$ cat src/hdl/mmc3bm_pkg.sv
`timescale 1ns / 1ps

package mmc3bm_pkg;

  typedef enum logic [1:0] {
    REQ_REG_WRITE = 2'd0,
    REQ_PRG       = 2'd1,
    REQ_CHR_READ  = 2'd2,
    REQ_CHR_WRITE = 2'd3
  } req_kind_e;

  localparam int unsigned NUM_BANK_REGS = 8;
  localparam int unsigned PHYS_W        = 19;

  // CPU register decode: A15..A13 and A0 matter
  localparam logic [15:0] REG_DEC_MASK    = 16'hE001;
  localparam logic [15:0] REG_ADDR_SELECT = 16'h8000;
  localparam logic [15:0] REG_ADDR_DATA   = 16'h8001;

  localparam logic [2:0] PRG_R6_IDX = 3'd6;
  localparam logic [2:0] PRG_R7_IDX = 3'd7;
  localparam logic [5:0] PRG_BANK_SECOND_LAST = 6'h3E;
  localparam logic [5:0] PRG_BANK_LAST        = 6'h3F;

  // bank value 8..15 tags a CHR RAM page
  localparam logic [4:0] CHR_RAM_TAG = 5'b00001;

  localparam int unsigned BS_PRG_SWAP_BIT = 6;
  localparam int unsigned BS_CHR_INV_BIT  = 7;

  typedef logic [7:0] bank_regs_t [NUM_BANK_REGS];

  localparam bank_regs_t BANK_REGS_RESET = '{8'd0, 8'd2, 8'd4, 8'd5, 8'd6, 8'd7, 8'd0, 8'd0};

  typedef struct packed {
    req_kind_e   kind;
    logic [15:0] address;
    logic [7:0]  data;
  } req_t;

  typedef struct packed {
    logic [PHYS_W-1:0] phys_address;
    logic              in_chr_ram;
    logic              write_allowed;
  } res_t;

  typedef struct packed {
    logic [7:0] bank_select;
    logic [5:0] prg_mask;
    logic [7:0] chr_mask;
  } map_cfg_t;

endpackage

$ cat src/hdl/mmc3bm_xlate.sv
`timescale 1ns / 1ps

module mmc3bm_xlate #(
  parameter int unsigned CHR_RAM_PAGES = 4
) (
  input  mmc3bm_pkg::req_t       req_i,
  input  mmc3bm_pkg::map_cfg_t   cfg_i,
  input  mmc3bm_pkg::bank_regs_t bank_regs_i,
  output mmc3bm_pkg::res_t       res_o
);

  // RAM page = (value & 7) mod CHR_RAM_PAGES, folded at elaboration
  function automatic logic [2:0] ram_page(input logic [2:0] v);
    logic [2:0] p;
    case (v)
      3'd0:    p = 3'(0 % CHR_RAM_PAGES);
      3'd1:    p = 3'(1 % CHR_RAM_PAGES);
      3'd2:    p = 3'(2 % CHR_RAM_PAGES);
      3'd3:    p = 3'(3 % CHR_RAM_PAGES);
      3'd4:    p = 3'(4 % CHR_RAM_PAGES);
      3'd5:    p = 3'(5 % CHR_RAM_PAGES);
      3'd6:    p = 3'(6 % CHR_RAM_PAGES);
      default: p = 3'(7 % CHR_RAM_PAGES);
    endcase
    return p;
  endfunction

  logic       prg_swap;
  logic [5:0] prg_bank;
  logic [2:0] chr_slot;
  logic [2:0] chr_idx;
  logic [7:0] chr_val;
  logic       chr_is_ram;
  logic [mmc3bm_pkg::PHYS_W-1:0] prg_phys;
  logic [mmc3bm_pkg::PHYS_W-1:0] chr_phys;

  assign prg_swap = cfg_i.bank_select[mmc3bm_pkg::BS_PRG_SWAP_BIT];

  always_comb begin
    case (req_i.address[14:13])
      2'd0:    prg_bank = prg_swap ? mmc3bm_pkg::PRG_BANK_SECOND_LAST
                                   : bank_regs_i[mmc3bm_pkg::PRG_R6_IDX][5:0];
      2'd1:    prg_bank = bank_regs_i[mmc3bm_pkg::PRG_R7_IDX][5:0];
      2'd2:    prg_bank = prg_swap ? bank_regs_i[mmc3bm_pkg::PRG_R6_IDX][5:0]
                                   : mmc3bm_pkg::PRG_BANK_SECOND_LAST;
      default: prg_bank = mmc3bm_pkg::PRG_BANK_LAST;
    endcase
  end

  assign prg_phys = {prg_bank & cfg_i.prg_mask, req_i.address[12:0]};

  // invert the CHR halves, then pick the register behind the 1 KiB slot
  assign chr_slot = req_i.address[12:10]
                  ^ {cfg_i.bank_select[mmc3bm_pkg::BS_CHR_INV_BIT], 2'b00};
  assign chr_idx  = chr_slot[2] ? 3'({1'b0, chr_slot[1:0]} + 3'd2)
                                : {2'b00, chr_slot[1]};

  always_comb begin
    chr_val = bank_regs_i[chr_idx];
    if (!chr_slot[2]) begin
      chr_val[0] = chr_slot[0];
    end
  end

  assign chr_is_ram = (chr_val[7:3] == mmc3bm_pkg::CHR_RAM_TAG);

  always_comb begin
    if (chr_is_ram) begin
      chr_phys = {6'd0, ram_page(chr_val[2:0]), req_i.address[9:0]};
    end else begin
      chr_phys = {1'b0, chr_val & cfg_i.chr_mask, req_i.address[9:0]};
    end
  end

  always_comb begin
    res_o = '0;
    unique case (req_i.kind)
      mmc3bm_pkg::REQ_REG_WRITE: begin
        res_o = '0;
      end
      mmc3bm_pkg::REQ_PRG: begin
        if (req_i.address[15]) begin
          res_o.phys_address = prg_phys;
        end
      end
      mmc3bm_pkg::REQ_CHR_READ: begin
        res_o.phys_address = chr_phys;
        res_o.in_chr_ram   = chr_is_ram;
      end
      mmc3bm_pkg::REQ_CHR_WRITE: begin
        res_o.phys_address  = chr_phys;
        res_o.in_chr_ram    = chr_is_ram;
        res_o.write_allowed = chr_is_ram;
      end
      default: res_o = '0;
    endcase
  end

endmodule

$ cat src/hdl/mmc3_bank_mapper_chr_ram_split.sv
`timescale 1ns / 1ps

// Channel   Direction  tdata (low bit up)                 tuser (low bit up)
// s_axis    in         address[15:0], data[23:16]         req_type[1:0]
// m_axis    out        phys_address[18:0], zero pad       in_chr_ram[0], write_allowed[1]
// cfg       in         cfg_idx_i 0 prg_bank_mask, 1 chr_bank_mask; no handshake
//
// A beat lands in the input register, is translated and written into the
// result register (bank registers update on that same edge). One beat per
// cycle while m_axis is ready; both stages advance whenever the result
// register is empty or being taken, so a stall on m_axis backs up through
// two stages. Reset restores the bank registers and masks at once; no sweep.

module mmc3_bank_mapper_chr_ram_split #(
  parameter int unsigned CHR_RAM_PAGES = 4
) (
  input  logic        clk_i,
  input  logic        rst_ni,
  input  logic        s_axis_tvalid_i,
  output logic        s_axis_tready_o,
  input  logic [23:0] s_axis_tdata_i,   // address[15:0], data[23:16]
  input  logic [1:0]  s_axis_tuser_i,   // req_type[1:0]
  output logic        m_axis_tvalid_o,
  input  logic        m_axis_tready_i,
  output logic [23:0] m_axis_tdata_o,   // phys_address[18:0], zeros[23:19]
  output logic [1:0]  m_axis_tuser_o,   // in_chr_ram[0], write_allowed[1]
  input  logic        cfg_we_i,
  input  logic        cfg_idx_i,
  input  logic [7:0]  cfg_wdata_i
);

  mmc3bm_pkg::req_t       req_q;
  logic                   in_valid_q;
  mmc3bm_pkg::res_t       res_d;
  mmc3bm_pkg::res_t       res_q;
  logic                   out_valid_q;
  logic [7:0]             bank_select_q;
  mmc3bm_pkg::bank_regs_t bank_regs_q;
  logic [5:0]             prg_mask_q;
  logic [7:0]             chr_mask_q;
  mmc3bm_pkg::map_cfg_t   map_cfg;

  logic        out_adv;
  logic        in_fire;
  logic        proc_fire;
  logic [15:0] reg_dec;
  logic        wr_select;
  logic        wr_data;

  assign out_adv         = !out_valid_q || m_axis_tready_i;
  assign s_axis_tready_o = !in_valid_q || out_adv;
  assign in_fire         = s_axis_tvalid_i && s_axis_tready_o;
  assign proc_fire       = in_valid_q && out_adv;

  always_ff @(posedge clk_i or negedge rst_ni) begin
    if (!rst_ni) begin
      in_valid_q <= 1'b0;
    end else if (s_axis_tready_o) begin
      in_valid_q <= s_axis_tvalid_i;
    end
  end

  always_ff @(posedge clk_i) begin
    if (in_fire) begin
      req_q.kind    <= mmc3bm_pkg::req_kind_e'(s_axis_tuser_i);
      req_q.address <= s_axis_tdata_i[15:0];
      req_q.data    <= s_axis_tdata_i[23:16];
    end
  end

  assign map_cfg.bank_select = bank_select_q;
  assign map_cfg.prg_mask    = prg_mask_q;
  assign map_cfg.chr_mask    = chr_mask_q;

  mmc3bm_xlate #(
    .CHR_RAM_PAGES(CHR_RAM_PAGES)
  ) u_xlate (
    .req_i      (req_q),
    .cfg_i      (map_cfg),
    .bank_regs_i(bank_regs_q),
    .res_o      (res_d)
  );

  // register writes take effect as the beat leaves the input register
  assign reg_dec   = req_q.address & mmc3bm_pkg::REG_DEC_MASK;
  assign wr_select = proc_fire && (req_q.kind == mmc3bm_pkg::REQ_REG_WRITE)
                     && (reg_dec == mmc3bm_pkg::REG_ADDR_SELECT);
  assign wr_data   = proc_fire && (req_q.kind == mmc3bm_pkg::REQ_REG_WRITE)
                     && (reg_dec == mmc3bm_pkg::REG_ADDR_DATA);

  always_ff @(posedge clk_i or negedge rst_ni) begin
    if (!rst_ni) begin
      bank_select_q <= '0;
      bank_regs_q   <= mmc3bm_pkg::BANK_REGS_RESET;
    end else begin
      if (wr_select) begin
        bank_select_q <= req_q.data;
      end
      if (wr_data) begin
        bank_regs_q[bank_select_q[2:0]] <= req_q.data;
      end
    end
  end

  always_ff @(posedge clk_i or negedge rst_ni) begin
    if (!rst_ni) begin
      prg_mask_q <= 6'h3F;
      chr_mask_q <= 8'hFF;
    end else if (cfg_we_i) begin
      if (cfg_idx_i) begin
        chr_mask_q <= cfg_wdata_i;
      end else begin
        prg_mask_q <= cfg_wdata_i[5:0];
      end
    end
  end

  always_ff @(posedge clk_i or negedge rst_ni) begin
    if (!rst_ni) begin
      out_valid_q <= 1'b0;
    end else if (out_adv) begin
      out_valid_q <= in_valid_q;
    end
  end

  always_ff @(posedge clk_i) begin
    if (proc_fire) begin
      res_q <= res_d;
    end
  end

  assign m_axis_tvalid_o = out_valid_q;
  assign m_axis_tdata_o  = {5'd0, res_q.phys_address};
  assign m_axis_tuser_o  = {res_q.write_allowed, res_q.in_chr_ram};

  a_wr_implies_ram: assert property (@(posedge clk_i) disable iff (!rst_ni)
    out_valid_q && res_q.write_allowed |-> res_q.in_chr_ram)
    else $error("write_allowed set outside CHR RAM");

  a_empty_stage_ready: assert property (@(posedge clk_i) disable iff (!rst_ni)
    !in_valid_q |-> s_axis_tready_o)
    else $error("input stage empty but not ready");

  a_select_changes_on_write: assert property (@(posedge clk_i) disable iff (!rst_ni)
    !$stable(bank_select_q) |-> $past(wr_select))
    else $error("bank select changed without a register write");

  a_result_from_stage: assert property (@(posedge clk_i) disable iff (!rst_ni)
    $rose(out_valid_q) |-> $past(in_valid_q))
    else $error("result appeared with no beat in the input register");

endmodule
$ cat config.mk
export PLATFORM = sky130hd
export DESIGN_NAME = mmc3_bank_mapper_chr_ram_split
export DESIGN_NICKNAME = d
export VERILOG_FILES = /design/src/hdl/mmc3bm_pkg.sv /design/src/hdl/mmc3bm_xlate.sv /design/src/hdl/mmc3_bank_mapper_chr_ram_split.sv
export SDC_FILE = /design/constraint.sdc
export NUM_CORES = 1
export LEC_CHECK = 0
export BUFFER_PORTS_ARGS = -buffer_cell sky130_fd_sc_hd__buf_4
export CORE_AREA = 2 2 108 110
export CTS_BUF_LIST = sky130_fd_sc_hd__clkbuf_16
export DETAILED_ROUTE_END_ITERATION = 7
export DIE_AREA = 0 0 110 112
export PLACE_DENSITY = 0.8
export REMOVE_ABC_BUFFERS = 1
export SLEW_MARGIN = 0
export SYNTH_ARGS = -nofsm -noshare
export SYNTH_HDL_FRONTEND = slang
export SYNTH_SLANG_ARGS = --single-unit
$ cat constraint.sdc
create_clock -name clk_i -period 2.3 [get_ports clk_i]
set_clock_uncertainty 0.15 [all_clocks]
set_input_delay 0.345 -clock clk_i [delete_from_list [all_inputs] [get_ports clk_i]]
set_output_delay 0.345 -clock clk_i [all_outputs]
set_load 0.03 [all_outputs]
==> results by group, run 1 <==
STA
  • Slew @ Worst Pin: 1239 ps
  • Minimum clock period: 2152 ps
  • Setup TNS Final: 0 ps
  • Achievable clock frequency: 464.7 MHz
  • RSZ-0062 raised after global routing: no
  • Rel. slew slack: 0.1738
  • Final setup violating endpoints: 0
  • Max-slew violation count: 0
  • Hold Vio Cnt, Final: 0
  • Period utilization: 0.9357

Global routing
  • Initial antenna violation count: 0
  • Total GRT Usage: 0.2123
  • First-pass GRT wire length: 19060 um
  • Vias in the first global route: 3682
  • Maximum number of pins on one net before global-route repair: 47
  • Grt total ovfl: 0

Clocking
  • Num CTS Buffers: 17
  • Clock transition at path regs: 60 ps
  • H-tree Lvls: 4
  • Clk Latency, worst-skew pair: 420 ps
  • CTS tree: built
  • Clock buffer depth: 2
  • Clock net sink count: 126
  • Post_cts resized: 0
  • Root buffer cell: clkbuf_16

Logic synthesis
  • Unique masters post-synth: 51
  • Area leader, netlist: edfxtp_1
  • Largest family of logic cells by synthesized area: multiplexers
  • Main synth FF type: dfrtp_1
  • Seq/Total Area, Yosys: 0.6258
  • Synth top cells by count: mux2_2, dfrtp_1, edfxtp_1
  • Simple-gate portion of the synthesized area: 0.08456
  • Mapped Avg Cell Area: 15.00 um2
  • XOR/XNOR share of the synthesized area: 0.005041
  • Synthesis warning total: 0
  • Post-synthesis mux area share: 0.2071
  • Most frequent cell after synthesis: mux2_2
  • Top cells by area, synth: edfxtp_1, dfrtp_1, mux2_2, dfstp_2, mux2i_1
  • Area fraction of the dominant cell type after synthesis: 0.2585
  • Post-synth EDFFs: 47
  • Cell Area, Synth: 5460 um2
  • Post-synthesis adder-cell area fraction: 0
  • Cells after Synth: 364
  • Seq cells post-synth: 126
  • Synth async-reset ratio: 0.6270
  • Compound-gate portion of the synthesized area: 0.04698

Drt
  • Met2 wire len: 6168 um
  • Vias per std cell: 5.412
  • Routed length on met3: 717 um
  • Initial DRC Count: 184
  • Routed length on met1: 5066 um
  • First-pass iteration count of the detailed router: 4
  • Final WL: 12090 um
  • Drt wl/cell: 18.95 um
  • Final ANT Viol Nets: 0
  • Vias: 3453
  • Top routing layer in use: met4
  • # DRC: 0

Power and ir drop
  • PwrDens: 827.1 nW/um2
  • LEAKAGE: 3.122 nW
  • Final total power: 5.828 mW
  • Max VDD drop: 0.0005644 V

Die
  • Starting Density: 0.4886
  • Die footprint: 12320 um2
  • Die height: 112 um
  • Die Wd: 110 um
  • I/O pin cnt: 68
  • Area of the core: 11170 um2
  • Row cnt: 39

Critical path
  • Critical Path AT: 2170 ps
  • CP required: 2320 ps
  • Crit Path Max Fanout: 10
  • Startpoint types: flop
  • CP Class: reg -> reg
  • Crit. End Element: flop

Job
  • Maxcap violations: 0

Final layout
  • Diodes inserted: 0
  • Layout cell share with drive strength beyond 1: 0.4606
  • Final Instance Area: 7047 um2
  • FILL cells: 816
  • Area Growth Syn to Fin: 29.06%
  • Nets: 522

Placed design
  • Final Wtd Congestion: 0.8405
  • Placed Area: 6201 um2
  • Final HPWL DP: 7824 um
  • IO buf count: 62

Status
  • Status: completed

Min path
  • Tightest Hold Check Type: in -> reg
[report_power, final]
group | internal, mW | switching (mW) | leakage, nW
combinational | 0.296 | 0.315 | 1.37
clock | 1.66 | 0.924 | 0.290
sequential | 2.53 | 0.110 | 1.46
[cells in the final DEF, fill, tap and decap left out, types with 2 or more instances in the layout]
master,count
or3_1,2
nor2b_1,17
nand2b_1,3
clkbuf_16,17
nand3b_1,4
dfrtp_1,56
and2_1,2
nand2_1,11
clkinv_1,5
edfxtp_1,47
a21oi_1,6
mux2_4,2
o21ai_0,8
mux2_2,83
mux2i_1,11
nor2_1,15
nor2_2,2
o211ai_1,9
dfstp_2,23
mux4_2,2
and3b_1,2
bufinv_16,3
buf_12,3
a221oi_1,2
buf_4,83
inv_1,12
nand4_1,2
o211a_1,2
dlygate4sd3_1,28
nor3_1,5
conb_1,5
[sequential cells by signal, summed over array words and instances (netlist names)]
signal,cells
req_q,22
bank_select_q,5
chr_mask_q,8
in_valid_q,1
bank_regs_q,58
m_axis_tvalid_o,1
m_axis_tdata_o,19
reg_dec,4
m_axis_tuser_o,2
prg_mask_q,6
[timing repair]
action / 4_1_cts / 5_1_grt
hold endpoints to repair: 58 / 0
hold buffers: 28 / 0
setup buffers: 0 / 0
endpoints found under the setup margin: 0 / 0
[final timing paths]
path | start | to | slack (ps) | depth (start not counted)
max | req_q[18] | m_axis_tdata_o[12] | 150 | 6
min | cfg_wdata_i[6] | chr_mask_q[6] | 10 | 2
max reg2reg | req_q[18] | m_axis_tdata_o[12] | 150 | 6
min reg2reg | bank_regs_q[29] | bank_regs_q[29] | 350 | 1
max in group asynchronous | rst_ni | bank_regs_q[26] | 990 | 3
min in group asynchronous | rst_ni | bank_regs_q[62] | 340 | 2
[critical path: stages, from the launching register on]
cell	delay (ps)
edfxtp_1	340
buf_4	190
mux2_2	360
mux2i_1	260
and4_4	280
a22oi_2	100
a22o_1	220
[stage by stage]
stage / setup WS [ps] / std cells / util / hold slack, ps
5_1_grt: 26.13 / 638 / 0.6306 / 11.98
4_1_cts: 151.7 / 638 / 0.6306 / 6.855
3_3_place_gp: 192.4 / 578 / 0.5549 / 229.3
3_5_place_dp: 173.4 / 578 / 0.5549 / 244.1
6_report: 147.9 / 638 / 0.6306 / 13.75
2_1_floorplan: 39.31 / 349 / - / -100.6
[logic make-up (layout without fill, tap and decap cells)]
logic type | Yosys count | count (layout)
AOI/OAI and AO/OA | 36 | 36
xor gates and xnor gates | 1 | 1
buffers and inverters | 26 | 153
DFF | 126 | 126
muxes | 99 | 99
other | 1 | 5
and+or+nand+nor | 75 | 75
[final cells by class]
class,count,area (um2),area share
Clock inverter,15,140.1,0.01989
Multi-Input combinational cell,216,1896,0.2690
Inverter,7,26.28,0.003729
Sequential cell,126,3417,0.4849
Clock buffer,17,425.4,0.06037
Tap cell,143,178.9,0.02539
Timing Repair Buffer,114,963.4,0.1367
[per-layer routing]
layer / track usage / vias up
li1: - / 1568
met1: 0.2691 / 1768
met2: 0.3427 / 104
met3: 0.06323 / 13
met4: 0.07848 / 0
met5: 0 / -
(Power assumes the default switching activity.)
==> run 2, diff against run 1 <==
- CORE_AREA: 2 2 108 110 -> 2 2 132 134
- CTS_CLUSTER_DIAMETER: unset -> 100
- DIE_AREA: 0 0 110 112 -> 0 0 134 136
- PLACE_DENSITY: 0.8 -> 0.6
==> results by group, run 2 (synthesis gave the netlist of run 1 again) <==
Status
  • Status: completed

Critical path
  • FF-to-FF path depth: 5
  • CP cell instances: nor4b_4, nand4b_2, nand2b_4, nor2_2, mux2_2
  • Crit Path Max Fanout: 7
  • CP required: 2440 ps
  • Critical Path Max Stage Delay: 430 ps
  • Crit. End Element: flop
  • Critical Path AT: 2320 ps
  • R2R Path Start: reg_dec[14]
  • CP max-delay cell: edfxtp_1
  • R2R Setup Slk: 120 ps
  • Worst path top cell family by delay: simple AND/OR/NAND/NOR gates
  • Critical path buffer and inverter count: 0
  • CP Class: reg -> reg
  • Crit Reg-Reg Endpoint: bank_regs_q[53]
  • Startpoint types: flop

STA
  • Rel. slew slack: 0.1484
  • Period utilization: 0.9458
  • Final setup violating endpoints: 0
  • Achievable clock frequency: 459.7 MHz
  • Slew @ Worst Pin: 1277 ps
  • Max-slew violation count: 0
  • Minimum clock period: 2175 ps
  • RSZ-0062 raised after global routing: no
  • Setup TNS Final: 0 ps
  • Setup WS post-layout: 124.7 ps
  • Hold Vio Cnt, Final: 0

Global routing
  • Vias in the first global route: 3478
  • Total GRT Usage: 0.1370
  • Grt total ovfl: 0
  • Maximum number of pins on one net before global-route repair: 35
  • First-pass GRT wire length: 18710 um
  • Initial antenna violation count: 0

Final layout
  • Nets: 514
  • Layout cell share with drive strength beyond 1: 0.4517
  • Diodes inserted: 0
  • Most frequent cells in the layout: mux2_2, buf_4, dfrtp_1
  • Area Growth Syn to Fin: 29.38%
  • Biggest register: bank_regs_q
  • Most common cell after layout, fill and taps aside: mux2_2
  • Max reg flops: 58

Min path
  • Tightest Hold Check Type: in -> reg
  • Hold path endpoint: chr_mask_q[7]
  • Cells on Worst Hold Path: 2
  • Hold_sp: cfg_wdata_i[7]

Drt
  • # DRC: 0
  • Vias per std cell: 4.628
  • Drt wl/cell: 16.14 um
  • First-pass iteration count of the detailed router: 5
  • Final WL: 11500 um
  • Initial DRC Count: 149
  • Vias: 3295
  • Final ANT Viol Nets: 0

Power and ir drop
  • LEAKAGE: 3.075 nW
  • PwrDens: 802.5 nW/um2
  • Max VDD drop: 0.0005065 V

Clocking
  • Clock buffer depth: 2
  • Num CTS Buffers: 17
  • Root buffer cell: clkbuf_16
  • CTS tree: built
  • Clock net sink count: 126
  • H-tree Lvls: 4
  • Setup bufs post-CTS: 0
  • Clk Latency, worst-skew pair: 410 ps
  • Clock transition at path regs: 50 ps

Die
  • Die Wd: 134 um
  • Row cnt: 48
  • Die footprint: 18220 um2
  • Starting Density: 0.3235
  • Die height: 136 um
  • Area of the core: 16880 um2
  • I/O pin cnt: 68

Placed design
  • Placement Setup Slack: 76.39 ps
  • IO buf count: 62
  • Final HPWL DP: 8087 um
  • Final Wtd Congestion: 0.8142

Job
  • Maxcap violations: 0
-- run 2: cell count changes in the layout (fill, tap and decap cells not counted), sizes merged --
cell    previous run  this run
buf               86        78
bufinv             3         2
clkinv             6         7
-- run 2: what timing repair did --
action / 4_1_cts / 5_1_grt
hold endpoints to repair: 42 / 0
endpoints found under the setup margin: 0 / 1
hold buffers: 28 / 0
resized for setup: 0 / 0
-- run 2: worst max-delay path by stage --
stage	from	endpoint	slack, ps	depth (start not counted)
finish	reg_dec[14]	bank_regs_q[53]	120	5
global route	req_q[18]	m_axis_tdata_o[13]	20	7
CTS	reg_dec[14]	bank_regs_q[28]	70	5
detailed placement	reg_dec[14]	bank_regs_q[27]	80	5
global placement	reg_dec[14]	bank_regs_q[30]	130	5
floorplan	req_q[18]	m_axis_tdata_o[12]	40	4
-- run 2: area by class of cell --
class | count | area (um2)
inverters | 7 | 26.28
repair buffers | 106 | 903.4
clock buffers | 17 | 425.4
flip-flops and latches | 126 | 3417
well taps | 225 | 281.5
clock inverters | 15 | 115.1
multi-input cells | 216 | 1896
fillers | 1537 | 9812
-- run 2: layer usage --
| metal | up-vias | GRT usage | part of all wire |
|---|---|---|---|
| met3 | 7 | 0.03990 | 0.041 |
| met2 | 68 | 0.2103 | 0.47 |
| met4 | 0 | 0.04787 | 0.0085 |
| met1 | 1667 | 0.1856 | 0.48 |
| li1 | 1553 | - | - |
| met5 | - | 0 | 0 |
-- run 2: power breakdown --
part	internal, mW	leakage, nW	switching (mW)
Combinational	0.290	1.33	0.305
Clock	1.55	0.280	0.892
Sequential	2.53	1.46	0.110
-- run 2: per-stage QoR --
step                power (mW)    util  instances  hold slack, ps  cell area, um2
global route             5.897  0.4186        712           5.710            7064
finish                   5.669  0.4186        712           23.91            7064
detailed placement       3.239  0.3700        652           167.3            6243
floorplan                2.971       -        349          -100.6            5339
CTS                      5.738  0.4186        712           5.228            7064
global placement         3.222  0.3700        652           164.9            6243
==> run 3, diff against run 2 <==
- CAP_MARGIN: unset -> 20
- CORE_AREA: 2 2 132 134 -> 2 2 106 108
- DIE_AREA: 0 0 134 136 -> 0 0 108 110
- PLACE_DENSITY: 0.6 -> 0.82
==> results by group, run 3 (synthesis gave the netlist of run 1 again) <==
Status
  • Status: completed

Die
  • I/O pin cnt: 68
  • Row cnt: 38
  • Starting Density: 0.5104
  • Die footprint: 11880 um2
  • Die height: 110 um
  • Die Wd: 108 um
  • Area of the core: 10700 um2

Placed design
  • Placed Cells: 562
  • Final Wtd Congestion: 0.8643
  • IO buf count: 62
  • Final HPWL DP: 7695 um

Final layout
  • Most frequent cells in the layout: mux2_2, buf_4, dfrtp_1
  • Layout cell share with drive strength beyond 1: 0.4741
  • Cell Count, Final, Fillers Out: 623
  • Area Growth Syn to Fin: 28.05%
  • Most common cell after layout, fill and taps aside: mux2_2
  • Biggest register: bank_regs_q
  • Max reg flops: 58
  • Nets: 510
  • Diodes inserted: 0

Power and ir drop
  • LEAKAGE: 3.055 nW
  • Int Power: 4.335 mW
  • PwrDens: 834.1 nW/um2
  • Sw Share: 0.2567
  • Reg power frac: 0.452
  • Clock power frac: 0.442
  • Max VDD drop: 0.0006521 V
  • Comb power frac: 0.106
  • Switching power: 1.497 mW
  • Final total power: 5.832 mW

Global routing
  • Met2 Usage GRT: 0.3774
  • First-pass GRT wire length: 19610 um
  • Grt total ovfl: 0
  • Vias in the first global route: 3740
  • Met1 Use GR: 0.2798
  • Maximum number of pins on one net before global-route repair: 48
  • GR Util met3: 0.04997
  • Busiest grt layer: met2
  • Total GRT Usage: 0.2241
  • Initial antenna violation count: 0

Critical path
  • Critical Path AT: 2370 ps
  • Startpoint types: flop
  • FF-to-FF path depth: 4
  • CP cell instances: nor4b_4, nand4b_2, or3_1, mux2_4
  • Crit. End Element: flop
  • CP Class: reg -> reg
  • Critical Path Max Stage Delay: 610 ps
  • Crit Path Max Fanout: 8
  • CP max-delay cell: or3_1
  • CP required: 2440 ps

Drt
  • Vias: 3461
  • First-pass iteration count of the detailed router: 4
  • Initial DRC Count: 215
  • Vias per std cell: 5.555
  • Drt wl/cell: 19.80 um
  • # DRC: 0
  • Final WL: 12340 um
  • Final ANT Viol Nets: 0

STA
  • RSZ-0062 raised after global routing: no
  • Hold Vio Cnt, Final: 0
  • Period utilization: 0.9679
  • Setup TNS Final: 0 ps
  • Minimum clock period: 2226 ps
  • Max-slew violation count: 0
  • Slew @ Worst Pin: 580.2 ps
  • Rel. slew slack: 0.6124
  • Achievable clock frequency: 449.2 MHz
  • Final setup violating endpoints: 0

Job
  • Maxcap violations: 0

Clocking
  • Clock buffer depth: 2
  • Clock net sink count: 126
  • Clk Latency, worst-skew pair: 420 ps
  • Num CTS Buffers: 17
  • Clock transition at path regs: 60 ps
  • Root buffer cell: clkbuf_16
  • H-tree Lvls: 4
  • CTS tree: built

Min path
  • Cells on Worst Hold Path: 2
  • Tightest Hold Check Type: in -> reg
## run 3: changes by cell type in the layout (fill, tap and decap cells not counted), sizes merged
cell | before | now
inv | 12 | 14
bufinv | 2 | 1
buf | 78 | 74
clkinv | 7 | 6
## run 3: what timing repair did
action	CTS	global route
hold buffers	28	0
resized for setup	0	5
setup buffers	0	1
setup endpoints to repair	0	16
endpoints found under the hold margin	51	0
## run 3: power groups by stage
stage	clock network, mW	logic, mW	registers (mW)
floorplan	0	0.263	2.71
detailed placement	0	0.565	2.67
finish	2.58	0.616	2.64
global route	2.71	0.662	2.65
global placement	0	0.544	2.66
CTS	2.59	0.609	2.63
## run 3: worst max-delay path, delay by kind of cell (launching register included)
kind / cells / cell delay, ps
muxes: 1 / 380
and+or+nand+nor: 3 / 1140
DFF: 1 / 440
## run 3: layout make-up
class | count | area [um2]
flip-flops and latches | 126 | 3417
inverters | 7 | 26.28
repair buffers | 102 | 885.9
well taps | 140 | 175.2
fillers | 740 | 3706
clock inverters | 15 | 150.1
clock buffers | 17 | 425.4
multi-input cells | 216 | 1912
## run 3: metal layers
metal  vias up  share of wire  wire, um
met5         -              0         0
met4         0          0.017       213
met3        24          0.068       838
met2       143           0.52      6441
met1      1747           0.39      4842
li1       1547              -         -
## run 3: final timing paths
kind | from | end | slack, ps
setup reg to reg | reg_dec[14] | bank_regs_q[39] | 70
setup / recovery | reg_dec[14] | bank_regs_q[39] | 70
min in group asynchronous | rst_ni | bank_regs_q[36] | 270
hold / removal | cfg_wdata_i[6] | chr_mask_q[6] | 10
hold reg to reg | bank_regs_q[33] | bank_regs_q[33] | 350
max in group asynchronous | rst_ni | bank_regs_q[49] | 1070
## run 3: metrics by stage
step | hold slack, ps | area [um2] | utilization | worst slack [ps]
final | 14.40 | 6992 | 0.6536 | 73.88
after CTS | 8.902 | 6955 | 0.6502 | 24.35
after global placement | 167.6 | 6100 | 0.5702 | 113.3
after detailed placement | 167.7 | 6100 | 0.5702 | 43.41
after floorplan | -100.6 | 5339 | - | 39.31
after global routing | 12.99 | 6992 | 0.6536 | 0.005551
